<file path="src/design/assert_macros.svh">
// assertion macros for the rtl files
`ifndef ASSERT_MACROS_SVH
`define ASSERT_MACROS_SVH
`ifndef SYNTHESIS
`define PLE_ASSERT(lbl, clk, rst, prop) \
   lbl: assert property (@(posedge clk) disable iff (rst) (prop)) \
      else $error("positional list assertion failed");
`define PLE_ASSERT_IMP(lbl, clk, rst, ante, cons) \
   lbl: assert property (@(posedge clk) disable iff (rst) (ante) |-> (cons)) \
      else $error("positional list implication failed");
`define PLE_ASSERT_NXT(lbl, clk, rst, ante, cons) \
   lbl: assert property (@(posedge clk) disable iff (rst) (ante) |=> (cons)) \
      else $error("positional list next-cycle check failed");
`else
`define PLE_ASSERT(lbl, clk, rst, prop)
`define PLE_ASSERT_IMP(lbl, clk, rst, ante, cons)
`define PLE_ASSERT_NXT(lbl, clk, rst, ante, cons)
`endif
`endif

</file>
<file path="src/design/ple_pkg.sv">
// types and codes of the positional list engine
`default_nettype none
package ple_pkg;

   localparam int OpWidth     = 2;
   localparam int PosWidth    = 7;
   localparam int ValueWidth  = 32;
   localparam int StatusWidth = 3;

   typedef enum logic [OpWidth-1:0] {
      OP_INSERT = 2'd0,
      OP_DELETE = 2'd1,
      OP_SEARCH = 2'd2,
      OP_NONE   = 2'd3
   } op_type;

   typedef enum logic [StatusWidth-1:0] {
      ST_OK        = 3'd0,
      ST_BAD_POS   = 3'd1,
      ST_EMPTY     = 3'd2,
      ST_FULL      = 3'd3,
      ST_NOT_FOUND = 3'd4
   } status_type;

endpackage
`default_nettype wire

</file>
<file path="src/design/positional_list_engine_unit.sv">
// positional list engine: ordered list with insert, delete and search
//
//   channel   dir   fields
//   req_*     in    tuser: op | tdata: position, item_value
//   rsp_*     out   tuser: status | tdata: found_position, length_after | tlast
//
// one list memory with a registered read port, walked one entry a cycle,
// a search pausing while a match waits on a stalled result register
// reset clears the state, length and valid flags, the list memory needs no clearing
// a new transaction is taken once the previous one has loaded its last result
`default_nettype none
`include "assert_macros.svh"
module positional_list_engine_unit
   import ple_pkg::*;
#(
   parameter int CAPACITY = 64
) (
   input  wire logic        clock,
   input  wire logic        reset,
   input  wire logic        req_tvalid,
   output logic             req_tready,
   input  wire logic [1:0]  req_tuser,   // op
   input  wire logic [39:0] req_tdata,   // position[6:0], item_value[38:7], zero
   output logic             rsp_tvalid,
   input  wire logic        rsp_tready,
   output logic [2:0]       rsp_tuser,   // status
   output logic [15:0]      rsp_tdata,   // found_position[6:0], length_after[13:7], zero
   output logic             rsp_tlast
);

   localparam int AW = (CAPACITY > 1) ? $clog2(CAPACITY) : 1;
   localparam int LW = $clog2(CAPACITY + 1);

   typedef enum logic [2:0] {
      S_IDLE,
      S_INS_SHIFT,
      S_INS_PUT,
      S_DEL_SHIFT,
      S_SRCH,
      S_RESP
   } state_type;

   state_type                 state_ff;
   logic [LW-1:0]             len_ff;
   logic [LW-1:0]             cnt_ff;
   logic [PosWidth-1:0]       pos_ff;
   logic [ValueWidth-1:0]     val_ff;
   logic [AW-1:0]             put_addr_ff;
   status_type                st_ff;
   logic                      pend_valid_ff;
   logic [AW-1:0]             pend_addr_ff;
   logic                      cmp_valid_ff;
   logic [LW-1:0]             cmp_idx_ff;
   logic                      held_ff;
   logic [PosWidth-1:0]       held_pos_ff;
   logic                      rsp_valid_ff;
   status_type                rsp_status_ff;
   logic [PosWidth-1:0]       rsp_found_ff;
   logic [PosWidth-1:0]       rsp_len_ff;
   logic                      rsp_last_ff;

   logic [ValueWidth-1:0]     mem [CAPACITY];
   logic [ValueWidth-1:0]     rd_data_ff;

   logic                      rd_en_in;
   logic [AW-1:0]             rd_addr_in;
   logic                      wr_en_in;
   logic [AW-1:0]             wr_addr_in;
   logic [ValueWidth-1:0]     wr_data_in;

   logic                      req_fire;
   logic                      can_emit;
   logic                      match;
   logic                      stall;
   logic                      finishing;
   logic [PosWidth-1:0]       req_pos;
   logic [ValueWidth-1:0]     req_val;
   logic [7:0]                len_ext;
   logic [7:0]                pos_ext;

   assign req_pos    = req_tdata[6:0];
   assign req_val    = req_tdata[38:7];
   assign req_tready = (state_ff == S_IDLE);
   assign req_fire   = req_tvalid && req_tready;
   assign can_emit   = !rsp_valid_ff || rsp_tready;
   assign match      = (rd_data_ff == val_ff);
   assign stall      = cmp_valid_ff && match && held_ff && !can_emit;
   assign finishing  = (cnt_ff == len_ff) && !cmp_valid_ff;
   assign len_ext    = 8'(len_ff);
   assign pos_ext    = 8'(pos_ff);

   assign rsp_tvalid = rsp_valid_ff;
   assign rsp_tuser  = rsp_status_ff;
   assign rsp_tdata  = {2'b00, rsp_len_ff, rsp_found_ff};
   assign rsp_tlast  = rsp_last_ff;

   // read and write port control
   always_comb begin
      rd_en_in   = 1'b0;
      rd_addr_in = cnt_ff[AW-1:0];
      case (state_ff)
         S_INS_SHIFT: begin
            rd_en_in   = (8'(cnt_ff) >= pos_ext);
            rd_addr_in = AW'(cnt_ff - LW'(1));
         end
         S_DEL_SHIFT: begin
            rd_en_in   = ((8'(cnt_ff) + 8'd1) < len_ext);
            rd_addr_in = AW'(cnt_ff + LW'(1));
         end
         S_SRCH: begin
            rd_en_in   = !finishing && !stall && (cnt_ff < len_ff);
            rd_addr_in = cnt_ff[AW-1:0];
         end
         default: begin
            rd_en_in = 1'b0;
         end
      endcase
      if (pend_valid_ff) begin
         wr_en_in   = 1'b1;
         wr_addr_in = pend_addr_ff;
         wr_data_in = rd_data_ff;
      end else begin
         wr_en_in   = (state_ff == S_INS_PUT);
         wr_addr_in = put_addr_ff;
         wr_data_in = val_ff;
      end
   end

   always_ff @(posedge clock) begin
      if (wr_en_in) begin
         mem[wr_addr_in] <= wr_data_in;
      end
      if (rd_en_in) begin
         rd_data_ff <= mem[rd_addr_in];
      end
   end

   always_ff @(posedge clock) begin
      if (reset) begin
         state_ff      <= S_IDLE;
         len_ff        <= '0;
         pend_valid_ff <= 1'b0;
         cmp_valid_ff  <= 1'b0;
         held_ff       <= 1'b0;
         rsp_valid_ff  <= 1'b0;
      end else begin
         pend_valid_ff <= rd_en_in && (state_ff != S_SRCH);
         pend_addr_ff  <= cnt_ff[AW-1:0];
         if (rsp_tready) begin
            rsp_valid_ff <= 1'b0;
         end
         case (state_ff)
            S_IDLE: begin
               if (req_fire) begin
                  pos_ff       <= req_pos;
                  val_ff       <= req_val;
                  cmp_valid_ff <= 1'b0;
                  held_ff      <= 1'b0;
                  case (op_type'(req_tuser))
                     OP_INSERT: begin
                        if (len_ff == LW'(CAPACITY)) begin
                           st_ff    <= ST_FULL;
                           state_ff <= S_RESP;
                        end else if (len_ff == '0) begin
                           put_addr_ff <= '0;
                           state_ff    <= S_INS_PUT;
                        end else if (req_pos == '0 || 8'(req_pos) > len_ext + 8'd1) begin
                           st_ff    <= ST_BAD_POS;
                           state_ff <= S_RESP;
                        end else begin
                           cnt_ff      <= len_ff;
                           put_addr_ff <= AW'(req_pos - PosWidth'(1));
                           state_ff    <= S_INS_SHIFT;
                        end
                     end
                     OP_DELETE: begin
                        if (len_ff == '0) begin
                           st_ff    <= ST_EMPTY;
                           state_ff <= S_RESP;
                        end else if (req_pos == '0 || 8'(req_pos) > len_ext) begin
                           st_ff    <= ST_BAD_POS;
                           state_ff <= S_RESP;
                        end else begin
                           cnt_ff   <= LW'(req_pos - PosWidth'(1));
                           state_ff <= S_DEL_SHIFT;
                        end
                     end
                     OP_SEARCH: begin
                        cnt_ff   <= '0;
                        state_ff <= S_SRCH;
                     end
                     default: begin
                        st_ff    <= ST_OK;
                        state_ff <= S_RESP;
                     end
                  endcase
               end
            end
            S_INS_SHIFT: begin
               if (rd_en_in) begin
                  cnt_ff <= cnt_ff - LW'(1);
               end else begin
                  state_ff <= S_INS_PUT;
               end
            end
            S_INS_PUT: begin
               len_ff   <= len_ff + LW'(1);
               st_ff    <= ST_OK;
               state_ff <= S_RESP;
            end
            S_DEL_SHIFT: begin
               if (rd_en_in) begin
                  cnt_ff <= cnt_ff + LW'(1);
               end else begin
                  len_ff   <= len_ff - LW'(1);
                  st_ff    <= ST_OK;
                  state_ff <= S_RESP;
               end
            end
            S_SRCH: begin
               if (finishing) begin
                  if (can_emit) begin
                     rsp_valid_ff  <= 1'b1;
                     rsp_status_ff <= held_ff ? ST_OK : ST_NOT_FOUND;
                     rsp_found_ff  <= held_ff ? held_pos_ff : '0;
                     rsp_len_ff    <= PosWidth'(len_ff);
                     rsp_last_ff   <= 1'b1;
                     state_ff      <= S_IDLE;
                  end
               end else if (!stall) begin
                  if (cnt_ff < len_ff) begin
                     cnt_ff       <= cnt_ff + LW'(1);
                     cmp_valid_ff <= 1'b1;
                     cmp_idx_ff   <= cnt_ff;
                  end else begin
                     cmp_valid_ff <= 1'b0;
                  end
                  if (cmp_valid_ff && match) begin
                     if (held_ff) begin
                        rsp_valid_ff  <= 1'b1;
                        rsp_status_ff <= ST_OK;
                        rsp_found_ff  <= held_pos_ff;
                        rsp_len_ff    <= PosWidth'(len_ff);
                        rsp_last_ff   <= 1'b0;
                     end
                     held_ff     <= 1'b1;
                     held_pos_ff <= PosWidth'(cmp_idx_ff) + PosWidth'(1);
                  end
               end
            end
            S_RESP: begin
               if (can_emit) begin
                  rsp_valid_ff  <= 1'b1;
                  rsp_status_ff <= st_ff;
                  rsp_found_ff  <= '0;
                  rsp_len_ff    <= PosWidth'(len_ff);
                  rsp_last_ff   <= 1'b1;
                  state_ff      <= S_IDLE;
               end
            end
            default: begin
               state_ff <= S_IDLE;
            end
         endcase
      end
   end

   `PLE_ASSERT(a_len_bound, clock, reset, len_ff <= LW'(CAPACITY))
   `PLE_ASSERT_IMP(a_pend_in_list, clock, reset, pend_valid_ff, LW'(pend_addr_ff) <= len_ff)
   `PLE_ASSERT_IMP(a_held_in_list, clock, reset, held_ff && state_ff == S_SRCH, held_pos_ff <= PosWidth'(len_ff))
   `PLE_ASSERT_NXT(a_len_only_on_edit, clock, reset, state_ff != S_INS_PUT && state_ff != S_DEL_SHIFT, $stable(len_ff))

endmodule
`default_nettype wire
</file>
<file path="config.mk">
export PLATFORM = sky130hd
export DESIGN_NAME = positional_list_engine_unit
export DESIGN_NICKNAME = d
export VERILOG_FILES = /design/src/design/ple_pkg.sv /design/src/design/positional_list_engine_unit.sv
export VERILOG_INCLUDE_DIRS = /design/src /design/src/design
export SDC_FILE = /design/constraint.sdc
export NUM_CORES = 2
export LEC_CHECK = 0
export ABC_AREA = 1
export BUFFER_PORTS_ARGS = -buffer_cell sky130_fd_sc_hd__buf_2
export CAP_MARGIN = 30
export CORE_MARGIN = 4
export CORE_UTILIZATION = 57
export CTS_CLUSTER_DIAMETER = 150
export DETAILED_ROUTE_END_ITERATION = 16
export GPL_TIMING_DRIVEN = 1
export PLACE_DENSITY = 0.76
export SYNTH_ARGS = -nofsm -noshare
export SYNTH_HDL_FRONTEND = slang
export SYNTH_SLANG_ARGS = --single-unit
</file>
<file path="constraint.sdc">
create_clock -name clock -period 4 [get_ports clock]
set_clock_uncertainty 0.15 [all_clocks]
set_input_delay 0.6 -clock clock [delete_from_list [all_inputs] [get_ports clock]]
set_output_delay 0.6 -clock clock [all_outputs]
set_load 0.05 [all_outputs]
</file>
==> Word-level counts from Yosys, hierarchy flattened <==
Memories as Yosys holds them, arrays and structs flattened. A register that Yosys moved wholly into a read port is not among the register bits.
Index checks and enable logic that the tools add are counted.
{ "op_classes": {"magnitude_cmp": 5, "reduce_logical": 37, "n_bitwise": 4, "addsub": 8, "eq_ne": 37, "muxes": 88} }
{ "ops": {"columns": ["cell", "count"], "rows": [
  ["$mux W7", 24],
  ["$mux W3", 24],
  ["$pmux W7 S2", 3],
  ["$eq A32 B32 Y1", 1],
  ["$mux W32", 1],
  ["$ne A3 B3 Y1 const B", 10],
  ["$pmux W7 S4", 1],
  ["$pmux W3 S3", 3],
  ["$ne A2 B2 Y1 const B", 12],
  ["$add A7 B1 Y7 const B", 3],
  ["$mux W1", 21],
  ["$pmux W7 S3", 1],
  ["$sub A7 B1 Y7 const B", 3],
  ["$reduce_and A5 Y1", 4],
  ["$pmux W3 S6", 1],
  ["$add A7 B1 Y8 const B", 2],
  ["$logic_not A7 Y1", 2],
  ["$reduce_and A14 Y1", 1],
  ["$mux W6", 2],
  ["$ne A4 B4 Y1 const B", 3],
  ["$pmux W6 S2", 1],
  ["$gt A7 B8 Y1", 1],
  ["$logic_and A1 B1 Y1", 8],
  ["$lt A8 B7 Y1", 1],
  ["29 further kinds", 46]
]} }
{ "word_totals": {"ram_bits": 2048, "register_bits": 107, "inputBits": 46, "out_inout_bits": 22, "memories": 1} }
{ "memory_table": {"columns": ["name", "words", "word_bits", "rd", "rd_clocked_by_memory_dff", "write_ports", "line", "source"], "rows": [
  ["mem", 64, 32, 1, 1, 1, "positional_list_engine_unit.sv:62", "logic [ValueWidth-1:0] mem [CAPACITY];"]
]} }

==> Logic depth before layout (Yosys ltp) <==
{ "logic_depth": {"word_depth": 10, "mapped_depth": 19, "depth_no_buf": 19} }

==> Worst setup path before layout <==
No wires, ideal clock.
{ "synth_timing": {"kind": "register -> register", "from": "register pend_valid_ff", "to": "memory mem[48][0] (enable)", "period_less_slack_ns": 4.139, "slack_ns": -0.139, "arrival_time_ns": 3.527, "stages_incl_launch_ff": 9, "setup_time_ns": 0.461, "required_ns": 3.389, "path_buffers": 1, "cell_sequence": "dfxtp_1 > inv_1 > clkbuf_1 > or2_2 > o21ai_0 > inv_1 > nor2_1 > inv_1 > nor3_1"} }
{ "synth_via": {"elab_chain_cells": 3, "elab_cells_between_ends": 4} }
{ "synth_lines": {"columns": ["element", "line", "source"], "rows": [
  ["start: declaration", "positional_list_engine_unit.sv:50", "logic pend_valid_ff;"],
  ["start signal: assignment", "positional_list_engine_unit.sv:147", "pend_valid_ff <= rd_en_in && (state_ff != S_SRCH);"],
  ["$mux W1", "positional_list_engine_unit.sv:118", "if (pend_valid_ff) begin"],
  ["$mux W1", "positional_list_engine_unit.sv:130", "if (wr_en_in) begin"],
  ["$mux W1 (implied by the code)", "positional_list_engine_unit.sv:131", "mem[wr_addr_in] <= wr_data_in;"],
  ["end: declaration", "positional_list_engine_unit.sv:62", null]
]} }
Parallel ways exist; a longest one is shown, timed or not.

==> Final worst setup path <==
{ "layout_timing": {"from": "register cnt_ff[0]", "to": "register rd_data_ff[11] (read register of mem) (data pin)"} }
{ "layout_via": {"elab_chain_cells": 6, "elab_cells_between_ends": 13} }
{ "layout_lines": {"columns": ["element", "line", "source"], "rows": [
  ["start: declaration", "positional_list_engine_unit.sv:45", "logic [LW-1:0] cnt_ff;"],
  ["start signal: assignment", "positional_list_engine_unit.sv:171", "cnt_ff <= len_ff;"],
  ["start signal: assignment", "positional_list_engine_unit.sv:184", "cnt_ff <= LW'(req_pos - PosWidth'(1));"],
  ["start signal: assignment", "positional_list_engine_unit.sv:201", "cnt_ff <= cnt_ff - LW'(1);"],
  ["branches (longest 6 deep; another with $add A7 B1 Y8)", null, null],
  ["end: declaration", "positional_list_engine_unit.sv:63", "logic [ValueWidth-1:0] rd_data_ff;"]
]} }
Several ways; the timed one is not identified.
A chain may end at the register's enable or synchronous reset.

==> results by group <==
Run status
  • Status: finished, final reports clean

Synthesis
  • Yosys cell types: 45
  • Post-Synth Adder-Cell Area: 0.684%
  • Synth area leader: edfxtp_1
  • Synth top area share: 69.1%
  • Share of the yosys chip area belonging to registers: 69.4%
  • Largest family of logic cells by synthesized area: simple AND/OR/NAND/NOR gates
  • Synth Flop Type: edfxtp_1
  • Mux cell area share after synthesis: less than 1%
  • Top post-synthesis cells by area: edfxtp_1, nand2_1, nand3_1
  • Cell Area, Synth: 94400 sq um
  • Async SR Flop Fraction: 0%
  • Number of enable flip-flop cells after synthesis: 2172
  • Number of synthesized register bits: 2186
  • Simple-gate share of the synthesized area: 23.5%
  • Mapped Avg Cell Area: about 11 sq um
  • XOR/XNOR Fraction of Synth Area: 0.297%
  • Syn. warnings: 0
  • Synth Instances: 8597
  • Compound-cell area share of the yosys netlist: 1.68%

STA
  • Slew Limit Fails: 0
  • Top achievable clock speed: 267 MHz
  • Crit share post-route: 93.7%
  • Worst hold slack: 0.104 ns
  • RSZ-0062 raised after global routing: false
  • Worst-Margin Slew: around 1.1 ns
  • Final Setup Violations: 0
  • Final min period: 3.75 ns
  • Worst slew margin: roughly 28%
  • Hold Fails Final Rpt: 0

Floorplanning
  • Die area: approximately 170000 sq um
  • Die W: 415 um
  • Row Count: 149
  • Die height: 415 um
  • Ports: between 60 and 70
  • Core area: 165000 sq um
  • Starting Density: 57.3%

Finish
  • FILL cells: 11711
  • Syn-to-layout area delta: 12.0%
  • Most common cell after layout, fill and taps aside: nand2_1
  • Final nets: 8728
  • Final Cell Area: 106000 sq um
  • Share of layout cells above drive strength 1: 8.43%
  • Most frequent cells in the layout: nand2_1, edfxtp_1, nand3_1

Worst setup path
  • Largest fanout on the critical path: 35
  • WS Path Type: flop to flop
  • Critical Path Start Type: flop
  • Required @ worst endpoint: 4.57 ns
  • R2r endpoint: rd_data_ff[11]$_DFFE_PN_
  • Crit Reg-Reg Startpoint: cnt_ff[0]$_DFFE_PP_
  • Crit path arrival time: 4.32 ns
  • FF-to-FF setup slack: 0.25 ns
  • R2R depth: 13
  • Worst Setup End Kind: flop

Place
  • DP Wirelength: 150000 um
  • Gpl congestion: 0.924
  • Placed cell area: 98700 sq um
  • PortBufs: 64

Min path
  • Hold Crit Class: primary input to flop
  • Hold Crit Depth: 5
  • Hold_sp: rsp_tready
  • Hold path endpoint: cmp_valid_ff$_SDFFE_PP0P_

Pwr
  • Sequential power share: 35.1%
  • Clock Power Share: 24.0%
  • Peak VDD IR: 0.618 mV
  • Leak: slightly above 40 nW
  • Switching share of power: 41.5%
  • Internal: 46.4 mW
  • Comb power frac: 40.9%
  • Psw: 33.0 mW
  • Pwr Total: around 79 mW
  • Power Dens Cells: between 700 and 800 nW/um^2

GRT
  • Number of global-route vias before repair: 64806
  • Total gr overflow: 0
  • GRT Util Overall: 30.5%
  • Pin count of the biggest net entering global routing: 169
  • First-pass GRT wire length: about 400000 um
  • Initial antenna violation count: 12

CTS
  • Worst-Skew Late Latency: between 0.8 and 0.9 ns
  • CTS H-tree lvls: 4
  • CTS tree: built
  • Sink Count: 2186
  • Total CTS buffers: 206
  • CTS root buffer: clkbuf_16
  • CTS clk-pin slew, worst paths: 0.06 ns
  • Clock tree buffer depth: 3

Detailed routing
  • Routed WL per cell: 24.3 um
  • Starting DRT DRC Count: 9829
  • DR DRC count: 0
  • ANT nets after route: 0
  • Vias/cell: just over 6
  • Vias: 67733
  • First drt pass iteration count: 6
  • Total Wirelength: 267000 um

Flow run
  • Max_cap viols: 0
metrics by stage:
stage	setup WS [ns]	utilization (%)	cells	TNS, ns
finish	0.251	64.1	10988	0
floorplan	-0.0801	-	8598	-81.36
detailed placement	0.438	59.9	10568	0
global route	0.176	64.1	10983	0
global placement	0.501	59.8	10561	0
CTS	0.448	64.1	10980	0
area by class of cell:
cell class	count	area, sq um	area share, %
Tap cell	2189	2740	2.59
Sequential cell	2186	65500	62.0
Multi-Input combinational cell	5562	25600	24.2
Clock buffer	255	5340	5.05
Inverter	295	1140	1.08
Clock inverter	116	1190	1.12
Timing Repair Buffer	380	4200	3.97
Antenna cell	5	12.5	0.0118
worst max-delay path by stage:
stage                                  start                        to  slack [ns]  depth (start not counted)
finish                   cnt_ff[0]$_DFFE_PP_  rd_data_ff[11]$_DFFE_PN_        0.25                         13
floorplan           pend_valid_ff$_SDFF_PP0_      mem[0][30]$_DFFE_PP_       -0.08                          3
global placement         cnt_ff[0]$_DFFE_PP_  rd_data_ff[29]$_DFFE_PN_        0.50                         13
global route        state_ff[0]$_SDFFE_PP0P_  rd_data_ff[11]$_DFFE_PN_        0.18                         13
detailed placement  state_ff[0]$_SDFFE_PP0P_  rd_data_ff[29]$_DFFE_PN_        0.44                         13
CTS                      cnt_ff[0]$_DFFE_PP_  rd_data_ff[29]$_DFFE_PN_        0.45                         13
cell families (layout without fill, tap and decap cells):
| kind of cell | count (synthesis) | count (layout) |
|---|---|---|
| simple gates | 5231 | 5231 |
| flops | 2186 | 2186 |
| fa+ha+maj | 51 | 51 |
| buf+inv | 850 | 1046 |
| mux | 2 | 2 |
| other cells | 1 | 7 |
| compound gates | 244 | 244 |
| xor+xnor | 32 | 32 |
cells in the mapped netlist (45+ instances only):
cell and number:
buf_4 47, edfxtp_1 2172, ha_1 50, nand2_1 3119
clkbuf_1 102, a21oi_1 50, nand3_1 1903, inv_1 286
o21ai_0 45, nor2_1 162, o211ai_1 133, buf_6 52
buf_2 333
state kept, by name, summed over array words and instances (netlist names), 7 cells and up:
name	cells
cmp_idx_ff	7
cnt_ff	7
held_pos_ff	7
len_ff	7
mem	2048
pos_ff	7
rd_data_ff	32
rsp_found_ff	7
rsp_len_ff	7
val_ff	32
critical path: stages, from the launching register on:
cell	delay [ns]
edfxtp_1	0.40
buf_4	0.21
ha_1	0.25
xor2_1	0.18
nand2_1	0.09
nand2_1	0.08
nor2_4	0.51
inv_8	0.27
buf_12	0.29
nand3_1	0.12
nand3_1	0.21
nand3_1	0.19
nand3_1	0.43
nand2_1	0.20
power by group through the flow:
| stage | combinational, mW | sequential [mW] | clock (mW) |
|---|---|---|---|
| after floorplan | 20.4 | 28.2 | 0 |
| after global placement | 30.4 | 28.2 | 0 |
| after detailed placement | 31.2 | 28.3 | 0 |
| after CTS | 31.5 | 27.8 | 19.2 |
| after global routing | 34.8 | 27.8 | 20.2 |
| final | 32.5 | 27.8 | 19.1 |
routing by layer:
| layer | GRT usage [%] | wire [um] | share of wire (%) | vias to the layer above |
|---|---|---|---|---|
| met4 | 13.9 | 13100 | 4.9 | 6 |
| met1 | 41.7 | 96500 | 36 | 32448 |
| li1 | - | - | - | 29892 |
| met5 | 0 | 39 | 0.015 | - |
| met3 | 7.76 | 37900 | 14 | 708 |
| met2 | 46.2 | 120000 | 45 | 4679 |
timing repair:
| action | 4_1_cts | 5_1_grt |
|---|---|---|
| setup endpoints to repair | 0 | 0 |
| hold endpoints to repair | 49 | 0 |
| gates resized for setup | 0 | 0 |
| buffers inserted | 0 | 0 |
| hold buffers | 41 | 0 |
(Power assumes the default switching activity.)
